File: config.mk
export PLATFORM = sky130hd
export DESIGN_NAME = rpnsc_ctrl
export DESIGN_NICKNAME = d
export VERILOG_FILES = /design/src/rpn_stack_calculator_unit_macros.svh /design/src/rpnsc_pkg.sv /design/src/rpnsc_ctrl.sv
export SDC_FILE = /design/constraint.sdc
export NUM_CORES = 1
export LEC_CHECK = 0
export BUFFER_PORTS_ARGS = -buffer_cell sky130_fd_sc_hd__buf_2
export CORE_UTILIZATION = 50
export DETAILED_ROUTE_END_ITERATION = 10
export PLACE_DENSITY = 0.78
export SETUP_SLACK_MARGIN = 0.4
export SLEW_MARGIN = 20
export SYNTH_ARGS = -nofsm -noshare
export SYNTH_HDL_FRONTEND = slang
export SYNTH_SLANG_ARGS = --single-unit
File: constraint.sdc
create_clock -name clk -period 1.9 [get_ports clk]
set_input_delay 0.475 -clock clk [delete_from_list [all_inputs] [get_ports clk]]
set_output_delay 0.475 -clock clk [all_outputs]
set_load 0.01 [all_outputs]
File: src/rpn_stack_calculator_unit_macros.svh
// assertion macros for the rpn stack calculator
`ifndef RPN_STACK_CALCULATOR_UNIT_MACROS_SVH
`define RPN_STACK_CALCULATOR_UNIT_MACROS_SVH

`ifndef ASSERT_OFF
// property must hold at every clock edge out of reset
`define RPNSC_ASSERT(name, prop) \
  name: assert property (@(posedge clk) disable iff (!rst_n) prop) \
    else $error("rpnsc assertion failed");
// condition must never be true out of reset
`define RPNSC_NEVER(name, cond) \
  name: assert property (@(posedge clk) disable iff (!rst_n) !(cond)) \
    else $error("rpnsc forbidden condition seen");
`else
`define RPNSC_ASSERT(name, prop)
`define RPNSC_NEVER(name, cond)
`endif

`endif

File: src/rpnsc_pkg.sv
package rpnsc_pkg;

  localparam int STACK_DEPTH = 128;
  localparam int ADDR_W      = $clog2(STACK_DEPTH);
  localparam int CNT_W       = $clog2(STACK_DEPTH + 1);

  localparam logic [63:0] SIGN_MIN = 64'h8000_0000_0000_0000;
  localparam logic [63:0] POS_MAX  = 64'h7FFF_FFFF_FFFF_FFFF;

  typedef enum logic [3:0] {
    CMD_PUSH    = 4'd0,
    CMD_ADD     = 4'd1,
    CMD_SUB     = 4'd2,
    CMD_MUL     = 4'd3,
    CMD_DIV     = 4'd4,
    CMD_MOD     = 4'd5,
    CMD_PEEK    = 4'd6,
    CMD_DUP     = 4'd7,
    CMD_SWAP    = 4'd8,
    CMD_CLEAR   = 4'd9,
    CMD_POPSHOW = 4'd10
  } cmd_e_t;

  typedef enum logic [2:0] {
    ALU_ADD,
    ALU_SUB,
    ALU_MUL,
    ALU_DIV,
    ALU_MOD
  } alu_op_t;

  typedef enum logic [1:0] {
    SRC_OPV,
    SRC_A,
    SRC_B,
    SRC_RES
  } push_src_t;

  typedef enum logic [3:0] {
    ST_IDLE,
    ST_POP_A,
    ST_CAP_A,
    ST_POP_B,
    ST_CAP_B,
    ST_CHK_B,
    ST_ARITH_GO,
    ST_ARITH_WAIT,
    ST_PUSH_RES,
    ST_PUSH_A,
    ST_PUSH_A2,
    ST_PUSH_B,
    ST_PUSH_OP,
    ST_CLEAR,
    ST_FINISH
  } state_t;

  typedef struct packed {
    logic      take;
    logic      set_bad;
    logic      pop;
    logic      cap_a;
    logic      cap_b;
    logic      push;
    push_src_t push_src;
    logic      clear;
    logic      set_dz;
    logic      arith_go;
    alu_op_t   alu_op;
    logic      load_out;
    logic      show;
  } dp_cmd_t;

  typedef struct packed {
    logic b_zero;
    logic b_int_zero;
    logic arith_done;
    logic out_hold;
  } dp_stat_t;

endpackage

File: src/rpnsc_ctrl.sv
module rpnsc_ctrl
  import rpnsc_pkg::*;
(
  input  logic       clk,
  input  logic       rst_n,
  input  logic       in_valid,
  output logic       in_stall,
  input  logic [3:0] in_command,
  input  dp_stat_t   stat,
  output dp_cmd_t    cmd
);

  state_t     state_r, state_nxt;
  logic [3:0] cmd_r, cmd_nxt;
  logic       is_arith, dz_hit;

  assign is_arith = cmd_r == CMD_ADD || cmd_r == CMD_SUB || cmd_r == CMD_MUL ||
                    cmd_r == CMD_DIV || cmd_r == CMD_MOD;
  assign dz_hit   = (cmd_r == CMD_DIV && stat.b_zero) ||
                    (cmd_r == CMD_MOD && stat.b_int_zero);

  always_comb begin
    state_nxt = state_r;
    cmd_nxt   = cmd_r;
    case (state_r)
      ST_IDLE: begin
        if (in_valid) begin
          cmd_nxt = in_command;
          case (in_command)
            CMD_PUSH:    state_nxt = ST_PUSH_OP;
            CMD_ADD, CMD_SUB, CMD_MUL, CMD_DIV, CMD_MOD:
                         state_nxt = ST_POP_B;
            CMD_PEEK, CMD_DUP, CMD_SWAP, CMD_POPSHOW:
                         state_nxt = ST_POP_A;
            CMD_CLEAR:   state_nxt = ST_CLEAR;
            default:     state_nxt = ST_FINISH;
          endcase
        end
      end
      ST_POP_A:   state_nxt = ST_CAP_A;
      ST_POP_B:   state_nxt = ST_CAP_B;
      ST_CAP_B:   state_nxt = ST_CHK_B;
      ST_CHK_B: begin
        if (cmd_r == CMD_SWAP) begin
          state_nxt = ST_PUSH_A;
        end else if (dz_hit) begin
          state_nxt = ST_FINISH;
        end else begin
          state_nxt = ST_POP_A;
        end
      end
      ST_CAP_A: begin
        if (is_arith) begin
          state_nxt = ST_ARITH_GO;
        end else if (cmd_r == CMD_SWAP) begin
          state_nxt = ST_POP_B;
        end else if (cmd_r == CMD_POPSHOW) begin
          state_nxt = ST_FINISH;
        end else begin
          state_nxt = ST_PUSH_A;
        end
      end
      ST_ARITH_GO:   state_nxt = ST_ARITH_WAIT;
      ST_ARITH_WAIT: begin
        if (stat.arith_done) begin
          state_nxt = ST_PUSH_RES;
        end
      end
      ST_PUSH_RES:   state_nxt = ST_FINISH;
      ST_PUSH_A: begin
        if (cmd_r == CMD_DUP) begin
          state_nxt = ST_PUSH_A2;
        end else if (cmd_r == CMD_SWAP) begin
          state_nxt = ST_PUSH_B;
        end else begin
          state_nxt = ST_FINISH;
        end
      end
      ST_PUSH_A2:    state_nxt = ST_FINISH;
      ST_PUSH_B:     state_nxt = ST_FINISH;
      ST_PUSH_OP:    state_nxt = ST_FINISH;
      ST_CLEAR:      state_nxt = ST_FINISH;
      ST_FINISH: begin
        if (!stat.out_hold) begin
          state_nxt = ST_IDLE;
        end
      end
      default:       state_nxt = ST_IDLE;
    endcase
  end

  always_comb begin
    cmd          = '0;
    cmd.push_src = SRC_OPV;
    cmd.alu_op   = ALU_ADD;
    in_stall     = state_r != ST_IDLE;
    case (state_r)
      ST_IDLE: begin
        cmd.take    = in_valid;
        cmd.set_bad = in_command > CMD_POPSHOW;
      end
      ST_POP_A, ST_POP_B: cmd.pop   = 1'b1;
      ST_CAP_A:           cmd.cap_a = 1'b1;
      ST_CAP_B:           cmd.cap_b = 1'b1;
      ST_CHK_B:           cmd.set_dz = dz_hit && cmd_r != CMD_SWAP;
      ST_ARITH_GO: begin
        cmd.arith_go = 1'b1;
        case (cmd_r)
          CMD_SUB: cmd.alu_op = ALU_SUB;
          CMD_MUL: cmd.alu_op = ALU_MUL;
          CMD_DIV: cmd.alu_op = ALU_DIV;
          CMD_MOD: cmd.alu_op = ALU_MOD;
          default: cmd.alu_op = ALU_ADD;
        endcase
      end
      ST_PUSH_RES: begin
        cmd.push     = 1'b1;
        cmd.push_src = SRC_RES;
      end
      ST_PUSH_A, ST_PUSH_A2: begin
        cmd.push     = 1'b1;
        cmd.push_src = SRC_A;
      end
      ST_PUSH_B: begin
        cmd.push     = 1'b1;
        cmd.push_src = SRC_B;
      end
      ST_PUSH_OP: cmd.push  = 1'b1;
      ST_CLEAR:   cmd.clear = 1'b1;
      ST_FINISH: begin
        cmd.load_out = !stat.out_hold;
        cmd.show     = cmd_r == CMD_PEEK || cmd_r == CMD_POPSHOW;
      end
      default: ;
    endcase
  end

  always_ff @(posedge clk) begin
    if (!rst_n) begin
      state_r <= ST_IDLE;
      cmd_r   <= '0;
    end else begin
      state_r <= state_nxt;
      cmd_r   <= cmd_nxt;
    end
  end

endmodule

==> flow_summary.html, run 1 <==
<table>
<tr><th>Metric</th><th>Value</th></tr>
<tr><th colspan="2">Synthesis</th></tr>
<tr><td>Primary FF master, synth</td><td>sky130_fd_sc_hd__dfxtp_1</td></tr>
<tr><td>Synthesized area divided by synthesized cell count</td><td>7.204 sq um</td></tr>
<tr><td>Top-area cell type share of the netlist area</td><td>0.1737</td></tr>
<tr><td>Async SR Flop Fraction</td><td>0</td></tr>
<tr><td>Yosys warning total</td><td>0</td></tr>
<tr><td>Mapped Area</td><td>~900 sq um</td></tr>
<tr><td>Cell types occupying the most area after synthesis</td><td>sky130_fd_sc_hd__dfxtp_1, sky130_fd_sc_hd__buf_2, sky130_fd_sc_hd__a21oi_1</td></tr>
<tr><td>Count of state elements after synthesis</td><td>8</td></tr>
<tr><td>Synth Instances</td><td>128</td></tr>
<tr><td>Number of flops mapped to enable cells by yosys</td><td>0</td></tr>
<tr><td>Number of nets in the synthesized netlist</td><td>139</td></tr>
<tr><td>Number of library cell types mapped by synthesis</td><td>44</td></tr>
<tr><td>Top cell type by total area after synthesis</td><td>sky130_fd_sc_hd__dfxtp_1</td></tr>
<tr><td>Fraction of the yosys area taken by sequential cells</td><td>0.1737</td></tr>
<tr><th colspan="2">Clock tree</th></tr>
<tr><td>Number of buffers added by the clock tree synthesis step</td><td>3</td></tr>
<tr><td>Total clock sinks</td><td>8</td></tr>
<tr><td># hold bufs at CTS</td><td>0</td></tr>
<tr><td>H-tree depth</td><td>1</td></tr>
<tr><td>Clk buf depth</td><td>2</td></tr>
<tr><td>Root Buffer</td><td>sky130_fd_sc_hd__clkbuf_4</td></tr>
<tr><th colspan="2">Outcome</th></tr>
<tr><td>Stage at which the run stopped</td><td>global routing (5_1_grt)</td></tr>
<tr><td>Error</td><td>[ERROR GRT-0232] Routing congestion too high. Check the congestion heatmap in the GUI.</td></tr>
<tr><td>Outcome</td><td>stopped before the end</td></tr>
<tr><th colspan="2">Global route</th></tr>
<tr><td>Grt total ovfl</td><td>just over 40</td></tr>
<tr><td>GR Util All Layers</td><td>0.7320</td></tr>
<tr><td>Maximum number of pins on one net before global-route repair</td><td>11</td></tr>
<tr><th colspan="2">Floorplanning</th></tr>
<tr><td>Overall die width</td><td>around 45 um</td></tr>
<tr><td>Placement row count</td><td>15</td></tr>
<tr><td>Die outline height</td><td>44.95 um</td></tr>
<tr><td>Total I/O pin count</td><td>28</td></tr>
<tr><td>Initial core utilization</td><td>0.5341</td></tr>
<tr><th colspan="2">Place</th></tr>
<tr><td>Final estimated routing congestion in global placement</td><td>roughly 0.84</td></tr>
<tr><td>Cell area after placement</td><td>1194 sq um</td></tr>
<tr><td>Total half-perimeter wirelength after legalization and detailed placement</td><td>2004 um</td></tr>
<tr><td>Buffers added on ports</td><td>27</td></tr>
<tr><td>Number of placed instances, taps included</td><td>179</td></tr>
<tr><th colspan="2">Timing</th></tr>
<tr><td>GRT repair_timing worst endpoint</td><td>cmd[2]</td></tr>
<tr><td>Type of pin the worst path ends at</td><td>output port</td></tr>
</table>
-- what timing repair did --
action | 4_1_cts
pin swaps | 8
gates resized for setup | 33
cloned | 0
endpoints found under the setup margin | 21
buffers inserted | 18
-- per-stage QoR --
stage | util | worst slack (ps)
after floorplan | - | 238.2
after global placement | 0.6913 | 118.6
after detailed placement | 0.6913 | 89.44
after CTS | 0.8609 | 8.781
-- kinds of logic after synthesis --
family,count (synthesis),share of synthesized area
XOR/XNOR,2,0.01900
AO/OA/AOI/OAI,30,0.2253
adder cells (fa/ha/maj),1,0.01086
AND/OR/NAND/NOR,66,0.4573
buffers and inverters,19,0.09226
multiplexers,2,0.02171
flip-flops,8,0.1737
-- routing by layer --
layer | GRT usage | overflow
met1 | 0.7463 | 0
met2 | 0.9304 | 24
met3 | 0.4360 | 0
met4 | 0.8848 | 17
met5 | 0 | 0
-- synthesized netlist by cell type, types with 2 or more instances --
cell type                  count
sky130_fd_sc_hd__xnor2_1       2
sky130_fd_sc_hd__or3b_1        2
sky130_fd_sc_hd__a311oi_1      2
sky130_fd_sc_hd__mux2i_1       2
sky130_fd_sc_hd__inv_1         7
sky130_fd_sc_hd__o21ai_0       3
sky130_fd_sc_hd__nor3_1        4
sky130_fd_sc_hd__nor4_1        3
sky130_fd_sc_hd__nand3_1       6
sky130_fd_sc_hd__a21oi_1       9
sky130_fd_sc_hd__nand2_1       9
sky130_fd_sc_hd__and4b_1       2
sky130_fd_sc_hd__nand2b_1      6
sky130_fd_sc_hd__o21ai_1       2
sky130_fd_sc_hd__or3_1         4
sky130_fd_sc_hd__nor3b_1       4
sky130_fd_sc_hd__dfxtp_1       8
sky130_fd_sc_hd__nor2_1       11
sky130_fd_sc_hd__nor2b_1       4
sky130_fd_sc_hd__a41oi_1       3
sky130_fd_sc_hd__buf_2        11
sky130_fd_sc_hd__a21boi_0      2
==> run 2, diff against run 1 <==
--- a/config.mk
+++ b/config.mk
@@ -6,10 +6,10 @@
 export NUM_CORES = 1
 export LEC_CHECK = 0
 export BUFFER_PORTS_ARGS = -buffer_cell sky130_fd_sc_hd__buf_2
-export CORE_UTILIZATION = 50
+export CORE_AREA = 2 2 63 65
 export DETAILED_ROUTE_END_ITERATION = 10
-export PLACE_DENSITY = 0.78
-export SETUP_SLACK_MARGIN = 0.4
+export DIE_AREA = 0 0 65 67
+export PLACE_DENSITY_LB_ADDON = 0.15
 export SLEW_MARGIN = 20
 export SYNTH_ARGS = -nofsm -noshare
 export SYNTH_HDL_FRONTEND = slang
==> flow_summary.html, run 2 <==
<table>
<tr><th>Metric</th><th>Value</th></tr>
<tr><th colspan="2">Cells and area</th></tr>
<tr><td>Final-layout fill cell count</td><td>388</td></tr>
<tr><td># nets final</td><td>approximately 190</td></tr>
<tr><td>Synthesis-to-finish area growth</td><td>54.82%</td></tr>
<tr><td>Post-layout instance area</td><td>between 1000 and 1500 sq um</td></tr>
<tr><td>Layout cell share with drive strength beyond 1</td><td>0.4451</td></tr>
<tr><td>Most common cell after layout, fill and taps aside</td><td>sky130_fd_sc_hd__buf_2</td></tr>
<tr><td>Number of antenna repair diodes</td><td>0</td></tr>
<tr><td>Leading cell types in the layout, fill and taps excluded</td><td>sky130_fd_sc_hd__buf_2, sky130_fd_sc_hd__buf_4, sky130_fd_sc_hd__nor2_1</td></tr>
<tr><td>Largest registers</td><td>cmd_r (4), state_r (4)</td></tr>
<tr><td>Final non-filler cell total</td><td>about 220</td></tr>
<tr><th colspan="2">Clock tree</th></tr>
<tr><td># hold bufs at CTS</td><td>0 (unchanged)</td></tr>
<tr><td>Clk buf depth</td><td>2 (unchanged)</td></tr>
<tr><td>Total clock sinks</td><td>8 (unchanged)</td></tr>
<tr><td>H-tree depth</td><td>1 (unchanged)</td></tr>
<tr><td>Clock insertion delay at the later pin of the skew report</td><td>about 220 ps</td></tr>
<tr><td>TritonCTS clock tree</td><td>built</td></tr>
<tr><td>Number of buffers added by the clock tree synthesis step</td><td>3 (unchanged)</td></tr>
<tr><td>Root Buffer</td><td>sky130_fd_sc_hd__clkbuf_8</td></tr>
<tr><td>Clock slew at the register clock pins of the worst setup and hold paths</td><td>40 ps</td></tr>
<tr><th colspan="2">Setup path</th></tr>
<tr><td>Kind of start point of the critical path</td><td>flop</td></tr>
<tr><td>Reg2Reg Capture Point</td><td>state_r[0]</td></tr>
<tr><td>Worst R2R Start</td><td>state_r[0]</td></tr>
<tr><td>Arrival time at the worst endpoint</td><td>roughly 1400 ps</td></tr>
<tr><td>R2R Setup Slk</td><td>around 300 ps</td></tr>
<tr><td>Maximum net fanout on the critical path</td><td>4</td></tr>
<tr><td>Worst path required time</td><td>between 1000 and 1500 ps</td></tr>
<tr><td>Worst Path Class, Setup</td><td>reg -&gt; out</td></tr>
<tr><td>Reg2Reg Depth</td><td>5</td></tr>
<tr><td>Setup crit end kind</td><td>primary output</td></tr>
<tr><th colspan="2">Synthesis</th></tr>
<tr><td>Number of library cell types mapped by synthesis</td><td>44 (unchanged)</td></tr>
<tr><td>Top-area cell type share of the netlist area</td><td>0.1737 (unchanged)</td></tr>
<tr><td>Cell types occupying the most area after synthesis</td><td>sky130_fd_sc_hd__dfxtp_1, sky130_fd_sc_hd__buf_2, sky130_fd_sc_hd__a21oi_1</td></tr>
<tr><td>Fraction of the yosys area taken by sequential cells</td><td>0.1737 (unchanged)</td></tr>
<tr><td>Count of state elements after synthesis</td><td>8 (unchanged)</td></tr>
<tr><td>Primary FF master, synth</td><td>sky130_fd_sc_hd__dfxtp_1</td></tr>
<tr><td>Post-synth top cells</td><td>sky130_fd_sc_hd__buf_2, sky130_fd_sc_hd__nor2_1, sky130_fd_sc_hd__a21oi_1, sky130_fd_sc_hd__nand2_1, sky130_fd_sc_hd__dfxtp_1</td></tr>
<tr><td>Mapped Area</td><td>922.1 sq um (unchanged)</td></tr>
<tr><td>Number of nets in the synthesized netlist</td><td>139 (unchanged)</td></tr>
<tr><td>Yosys warning total</td><td>0 (unchanged)</td></tr>
<tr><td>Top cell type by total area after synthesis</td><td>sky130_fd_sc_hd__dfxtp_1</td></tr>
<tr><td>Number of flops mapped to enable cells by yosys</td><td>0 (unchanged)</td></tr>
<tr><td>Synthesized area divided by synthesized cell count</td><td>7.204 sq um (unchanged)</td></tr>
<tr><td>Async SR Flop Fraction</td><td>0 (unchanged)</td></tr>
<tr><td>Synth Instances</td><td>128 (unchanged)</td></tr>
<tr><th colspan="2">Worst hold path</th></tr>
<tr><td>Hold-critical path endpoint</td><td>state_r[0]</td></tr>
<tr><td>Startpoint of the most critical hold path</td><td>rst_n</td></tr>
<tr><td>Hold crit path type</td><td>in -&gt; reg</td></tr>
<tr><td>Number of stages on the worst hold path</td><td>3</td></tr>
<tr><th colspan="2">Global route</th></tr>
<tr><td>Global-route wire length before repair</td><td>~4500 um</td></tr>
<tr><td>Maximum number of pins on one net before global-route repair</td><td>19</td></tr>
<tr><td>GR Util All Layers</td><td>0.1319</td></tr>
<tr><td>Grt total ovfl</td><td>0</td></tr>
<tr><td>Antenna violations before repair</td><td>0</td></tr>
<tr><td>Vias in the first global route</td><td>989</td></tr>
<tr><th colspan="2">Floorplanning</th></tr>
<tr><td>Die area</td><td>roughly 4400 sq um</td></tr>
<tr><td>Placement row count</td><td>22 (+7)</td></tr>
<tr><td>Total I/O pin count</td><td>28 (unchanged)</td></tr>
<tr><td>Die outline height</td><td>67 um (+49%)</td></tr>
<tr><td>Overall die width</td><td>65 um (+45%)</td></tr>
<tr><td>Placeable core region</td><td>between 3000 and 4000 sq um</td></tr>
<tr><td>Initial core utilization</td><td>0.2557 (-0.2783)</td></tr>
<tr><th colspan="2">Route</th></tr>
<tr><td>Final routed DRC violation total</td><td>0</td></tr>
<tr><td>Number of vias after detailed routing</td><td>1097</td></tr>
<tr><td>Ratio of routed vias to standard cells</td><td>4.964</td></tr>
<tr><td>Routed length per placed instance</td><td>between 10 and 15 um</td></tr>
<tr><td>Iteration count of the initial detailed-routing pass</td><td>4</td></tr>
<tr><td>Iter 0 DRT Violations</td><td>33</td></tr>
<tr><td>Antenna Violating Nets Remaining</td><td>0</td></tr>
<tr><td>Total routed wirelength</td><td>approximately 2900 um</td></tr>
<tr><th colspan="2">Timing</th></tr>
<tr><td>Sum Neg Setup Slack</td><td>0 ps</td></tr>
<tr><td>Unrepaired setup endpoints after global routing</td><td>true</td></tr>
<tr><td>Worst Max-Slew Pin Slew</td><td>around 470 ps</td></tr>
<tr><td>Final setup fails</td><td>0</td></tr>
<tr><td>Endpoints failing hold</td><td>0</td></tr>
<tr><td>Hold Worst Slack</td><td>between 500 and 600 ps</td></tr>
<tr><td>Fin crit period</td><td>1876 ps</td></tr>
<tr><td>Maximum clock rate</td><td>533.1 MHz</td></tr>
<tr><td>Slew margin rel.</td><td>0.6871</td></tr>
<tr><td>Clock skew</td><td>approximately 0.26 ps</td></tr>
<tr><td>Final count of pins violating max slew</td><td>0</td></tr>
<tr><td>Final worst-path cycle share</td><td>0.9873</td></tr>
<tr><th colspan="2">Place</th></tr>
<tr><td>Buffers added on ports</td><td>27 (unchanged)</td></tr>
<tr><td>Final estimated routing congestion in global placement</td><td>0.8247 (-2.3%)</td></tr>
<tr><td>Total half-perimeter wirelength after legalization and detailed placement</td><td>2186 um (+9.1%)</td></tr>
<tr><td>Cell area after placement</td><td>1185 sq um (-0.73%)</td></tr>
<tr><td>Number of placed instances, taps included</td><td>205 (+15%)</td></tr>
<tr><th colspan="2">Job</th></tr>
<tr><td>Count of maximum capacitance violations</td><td>0</td></tr>
<tr><th colspan="2">Power and ir drop</th></tr>
<tr><td>Worst VDD drop</td><td>0.4657 mV</td></tr>
<tr><td>Final Power</td><td>approximately 0.0019 W</td></tr>
<tr><td>Total leakage power</td><td>roughly 0.6 nW</td></tr>
<tr><td>Cell Pwr Density</td><td>1337 nW/um^2</td></tr>
<tr><th colspan="2">Outcome</th></tr>
<tr><td>Outcome</td><td>complete, no violations</td></tr>
</table>
## run 2: per-layer routing
layer / track usage / vias to the layer above / share of wire / wire, um
met5: 0 / - / 0 / 0
met4: 0.03191 / 0 / 0.0028 / 8
met2: 0.2242 / 28 / 0.48 / 1376
li1: - / 559 / - / -
met1: 0.1687 / 508 / 0.47 / 1344
met3: 0.02872 / 2 / 0.049 / 142
## run 2: how the worst max path moves through the flow
| stage | startpoint | end | slack, ps | cells past startpoint |
|---|---|---|---|---|
| 6_report | state_r[0] | cmd[2] | 20 | 4 |
| 5_1_grt | cmd_r[0] | cmd[6] | -30 | 4 |
| 4_1_cts | cmd_r[0] | cmd[6] | -5 | 4 |
| 3_5_place_dp | stat[3] | cmd[6] | 60 | 5 |
| 3_3_place_gp | stat[2] | cmd[6] | 80 | 5 |
| 2_1_floorplan | cmd_r[0] | cmd[6] | 110 | 4 |
## run 2: timing repair
action / in CTS / in global routing
gates resized for setup: 6 / 14
gates cloned: 0 / 2
endpoints found under the setup margin: 7 / 7
setup buffers: 1 / 10
pin swaps: 1 / 2
## run 2: power breakdown
group | switching, W | internal (W) | total (W)
combinational | 0.000664 | 0.000726 | 0.00139
sequential | 0.0000757 | 0.000243 | 0.000319
clock | 0.0000624 | 0.000137 | 0.000199
## run 2: layout make-up
cell class	count	area, sq um	area share
well taps	48	60.06	0.04207
repair buffers	53	397.9	0.2787
clock buffers	3	41.29	0.02892
inverters	8	32.53	0.02279
flip-flops and latches	8	176.4	0.1236
multi-input cells	101	719.4	0.5039
## run 2: cell families (layout without fill, tap and decap cells)
group / count (synthesis) / in the layout / share of synthesized area
compound gates: 30 / 30 / 0.2253
xor+xnor: 2 / 2 / 0.01900
fa+ha+maj: 1 / 1 / 0.01086
buf+inv: 19 / 64 / 0.09226
flops: 8 / 8 / 0.1737
mux: 2 / 2 / 0.02171
simple gates: 66 / 66 / 0.4573
## run 2: stage by stage
stage | worst slack [ps] | utilization
final | 24.11 | 0.3959
after global routing | -26.10 | 0.3959
after CTS | -4.870 | 0.3484
after detailed placement | 57.46 | 0.3286
after global placement | 77.91 | 0.3286
after floorplan | 112.6 | -
## run 2: worst max-delay path, cell delays in order, from the launching register on
cell                       delay (ps)
sky130_fd_sc_hd__dfxtp_4          350
sky130_fd_sc_hd__nand2b_4         150
sky130_fd_sc_hd__or3_4            390
sky130_fd_sc_hd__nor3_2           150
sky130_fd_sc_hd__buf_2            150
(Power assumes the default switching activity.)
==> run 3, diff against run 2 <==
==> constraint.sdc (replaced) <==
create_clock -name clk -period 1.9 [get_ports clk]
set_input_delay 0.475 -clock clk [delete_from_list [all_inputs] [get_ports clk]]
set_output_delay 0.475 -clock clk [all_outputs]
set_load 0.05 [all_outputs]
==> flow_summary.html, run 3 (synthesis results as in run 2) <==
<table>
<tr><th>Metric</th><th>Value</th></tr>
<tr><th colspan="2">Clock tree</th></tr>
<tr><td>TritonCTS clock tree</td><td>built</td></tr>
<tr><td>Root Buffer</td><td>sky130_fd_sc_hd__clkbuf_8</td></tr>
<tr><td>Clock insertion delay at the later pin of the skew report</td><td>230 ps (about the same)</td></tr>
<tr><td>H-tree depth</td><td>1 (unchanged)</td></tr>
<tr><td>Clock slew at the register clock pins of the worst setup and hold paths</td><td>40 ps (about the same)</td></tr>
<tr><td>Number of buffers added by the clock tree synthesis step</td><td>3 (unchanged)</td></tr>
<tr><td># hold bufs at CTS</td><td>0 (unchanged)</td></tr>
<tr><td>Clk buf depth</td><td>2 (unchanged)</td></tr>
<tr><td>Total clock sinks</td><td>8 (unchanged)</td></tr>
<tr><th colspan="2">Timing</th></tr>
<tr><td>Unrepaired setup endpoints after global routing</td><td>true</td></tr>
<tr><td>Slew margin rel.</td><td>0.6565 (-0.03058)</td></tr>
<tr><td>Worst-case setup margin in the final layout</td><td>-10.54 ps (-34.64 ps)</td></tr>
<tr><td>Fin crit period</td><td>1911 ps (+34.64 ps)</td></tr>
<tr><td>Maximum clock rate</td><td>523.4 MHz (-1.8%)</td></tr>
<tr><td>Final count of pins violating max slew</td><td>0 (unchanged)</td></tr>
<tr><td>Endpoints failing hold</td><td>0 (unchanged)</td></tr>
<tr><td>Final setup fails</td><td>2 (+2)</td></tr>
<tr><td>Clock skew</td><td>3.828 ps (+3.568 ps)</td></tr>
<tr><td>Worst Max-Slew Pin Slew</td><td>513.9 ps (+45.76 ps)</td></tr>
<tr><td>Final worst-path cycle share</td><td>1.006 (+0.01823)</td></tr>
<tr><th colspan="2">Cells and area</th></tr>
<tr><td># nets final</td><td>186 (unchanged)</td></tr>
<tr><td>Most common cell after layout, fill and taps aside</td><td>sky130_fd_sc_hd__buf_4</td></tr>
<tr><td>Largest registers</td><td>cmd_r (4), state_r (4)</td></tr>
<tr><td>Final-layout fill cell count</td><td>379 (-2.3%)</td></tr>
<tr><td>Leading cell types in the layout, fill and taps excluded</td><td>sky130_fd_sc_hd__buf_4, sky130_fd_sc_hd__buf_2, sky130_fd_sc_hd__buf_6</td></tr>
<tr><td>Area occupied by registers</td><td>165.2 sq um (-6.4%)</td></tr>
<tr><td>Multi-input gate area in the final layout</td><td>775.7 sq um (+7.8%)</td></tr>
<tr><td>Number of antenna repair diodes</td><td>0 (unchanged)</td></tr>
<tr><td>Layout cell share with drive strength beyond 1</td><td>0.4913 (+0.04624)</td></tr>
<tr><td>Synthesis-to-finish area growth</td><td>62.69%</td></tr>
<tr><td>Core occupancy in the finished layout</td><td>0.4160 (+0.02013)</td></tr>
<tr><th colspan="2">Floorplanning</th></tr>
<tr><td>Placeable core region</td><td>3606 sq um (unchanged)</td></tr>
<tr><td>Total I/O pin count</td><td>28 (unchanged)</td></tr>
<tr><td>Overall die width</td><td>65 um (unchanged)</td></tr>
<tr><td>Die outline height</td><td>67 um (unchanged)</td></tr>
<tr><td>Die area</td><td>4355 sq um (unchanged)</td></tr>
<tr><td>Initial core utilization</td><td>0.2557 (unchanged)</td></tr>
<tr><td>Placement row count</td><td>22 (unchanged)</td></tr>
<tr><th colspan="2">Setup path</th></tr>
<tr><td>Family of cells with the greatest summed delay on the critical path</td><td>simple AND/OR/NAND/NOR gates</td></tr>
<tr><td>Worst path required time</td><td>1420 ps (about the same)</td></tr>
<tr><td>Worst setup startpoint</td><td>state_r[0]</td></tr>
<tr><td>Critical path's slowest cell</td><td>sky130_fd_sc_hd__dfxtp_2</td></tr>
<tr><td>Cells along the critical path</td><td>buf_6 &gt; nand4b_1 &gt; nor4b_2 &gt; buf_4</td></tr>
<tr><td>Kind of start point of the critical path</td><td>flop</td></tr>
<tr><td>Maximum net fanout on the critical path</td><td>8 (+4)</td></tr>
<tr><td>Reg2Reg Capture Point</td><td>state_r[0]</td></tr>
<tr><td>Reg2Reg Depth</td><td>6 (+1)</td></tr>
<tr><td>Arrival time at the worst endpoint</td><td>1440 ps (+40 ps)</td></tr>
<tr><td>R2R Setup Slk</td><td>220 ps (-80 ps)</td></tr>
<tr><td>Crit path depth</td><td>4 (unchanged)</td></tr>
<tr><td>Total buffers and inverters traversed by the critical path</td><td>2 (+1)</td></tr>
<tr><td>Setup crit end kind</td><td>primary output</td></tr>
<tr><td>Worst R2R Start</td><td>state_r[0]</td></tr>
<tr><td>Delay of the slowest cell on the worst path</td><td>320 ps (-70 ps)</td></tr>
<tr><td>Worst Path Class, Setup</td><td>reg -&gt; out</td></tr>
<tr><th colspan="2">Outcome</th></tr>
<tr><td>Outcome</td><td>finished with violations</td></tr>
<tr><td>Failing checks</td><td>negative setup slack</td></tr>
<tr><th colspan="2">Global route</th></tr>
<tr><td>Antenna violations before repair</td><td>0 (unchanged)</td></tr>
<tr><td>Maximum number of pins on one net before global-route repair</td><td>14 (-5)</td></tr>
<tr><td>Global-route wire length before repair</td><td>4657 um (+2.9%)</td></tr>
<tr><td>Vias in the first global route</td><td>1007 (+1.8%)</td></tr>
<tr><td>GR Util All Layers</td><td>0.1398 (+0.007890)</td></tr>
<tr><td>Grt total ovfl</td><td>0 (unchanged)</td></tr>
<tr><th colspan="2">Place</th></tr>
<tr><td>Total half-perimeter wirelength after legalization and detailed placement</td><td>2275 um (+4.1%)</td></tr>
<tr><td>Buffers added on ports</td><td>27 (unchanged)</td></tr>
<tr><td>Final estimated routing congestion in global placement</td><td>0.8208 (-0.47%)</td></tr>
<tr><th colspan="2">Power and ir drop</th></tr>
<tr><td>Worst VDD drop</td><td>0.7094 mV (+52%)</td></tr>
<tr><td>Total leakage power</td><td>0.6086 nW (+1.4%)</td></tr>
<tr><td>Cell Pwr Density</td><td>1510 nW/um^2 (+13%)</td></tr>
<tr><td>Final Power</td><td>0.002265 W (+19%)</td></tr>
<tr><th colspan="2">Route</th></tr>
<tr><td>Ratio of routed vias to standard cells</td><td>4.919 (-0.91%)</td></tr>
<tr><td>Antenna Violating Nets Remaining</td><td>0 (unchanged)</td></tr>
<tr><td>Total routed wirelength</td><td>2939 um (+2.3%)</td></tr>
<tr><td>Iteration count of the initial detailed-routing pass</td><td>4 (unchanged)</td></tr>
<tr><td>Number of vias after detailed routing</td><td>1087 (-0.91%)</td></tr>
<tr><td>Routed length per placed instance</td><td>13.30 um (+2.3%)</td></tr>
<tr><td>Final routed DRC violation total</td><td>0 (unchanged)</td></tr>
<tr><td>Iter 0 DRT Violations</td><td>38 (+15%)</td></tr>
<tr><th colspan="2">Job</th></tr>
<tr><td>Count of maximum capacitance violations</td><td>0 (unchanged)</td></tr>
<tr><th colspan="2">Worst hold path</th></tr>
<tr><td>Startpoint of the most critical hold path</td><td>rst_n</td></tr>
<tr><td>Hold-critical path endpoint</td><td>state_r[0]</td></tr>
<tr><td>Number of stages on the worst hold path</td><td>3 (unchanged)</td></tr>
<tr><td>Hold crit path type</td><td>in -&gt; reg</td></tr>
</table>
## run 3: changes by cell type in the layout (fill, tap and decap cells not counted), sizes merged
cell    before  now
buf         51   50
clkbuf       5    6
## run 3: layout make-up
type / count / share of cell area
clock buffer: 3 / 0.02752
inverter: 8 / 0.02168
multi-input combinational: 101 / 0.5171
sequential: 8 / 0.1101
tap: 48 / 0.04003
timing repair buffer: 53 / 0.2836
## run 3: per-stage QoR
stage / TNS, ps / setup WS, ps / area [sq um] / hold slack [ps] / std cells
final: -15.85 / -10.54 / 1500 / 512.9 / 221
after global routing: -277.9 / -76.15 / 1500 / 512.4 / 221
after CTS: -18.20 / -15.06 / 1421 / 522.4 / 219
after detailed placement: -26.72 / -26.72 / 1287 / 625.1 / 214
after global placement: -8.008 / -8.008 / 1287 / 620.8 / 214
after floorplan: -1715 / -424.1 / 982.2 / 581.4 / 128
## run 3: repair_timing
item,CTS,global route
endpoints found under the setup margin,13,14
gates resized for setup,25,19
buffers inserted,2,2
pin swaps,4,2
## run 3: worst reg2reg max path, delay by kind of cell, from the launching register on
family / cells / cell delay [ps]
simple gates: 2 / 640
buf+inv: 3 / 440
flops: 1 / 320
compound gates: 1 / 190
## run 3: worst max-delay path by stage
| stage | end | slack (ps) |
|---|---|---|
| floorplan | cmd[6] | -420 |
| global placement | cmd[6] | -8 |
| detailed placement | cmd[6] | -30 |
| CTS | cmd[0] | -20 |
| global route | cmd[6] | -80 |
| finish | cmd[0] | -10 |
## run 3: layer usage
layer	GRT usage	routed length, um	vias to the layer above
met1	0.1931	1388	495
met4	0.03723	35	0
met2	0.2126	1343	30
li1	-	-	556
met3	0.03716	171	6
met5	0	0	-
## run 3: report_power, final
group / total, W / switching (W) / internal (W)
sequential: 0.000271 / 0.0000425 / 0.000228
combinational: 0.00180 / 0.00102 / 0.000774
clock: 0.000197 / 0.0000604 / 0.000137
total: 0.00227 / 0.00113 / 0.00114
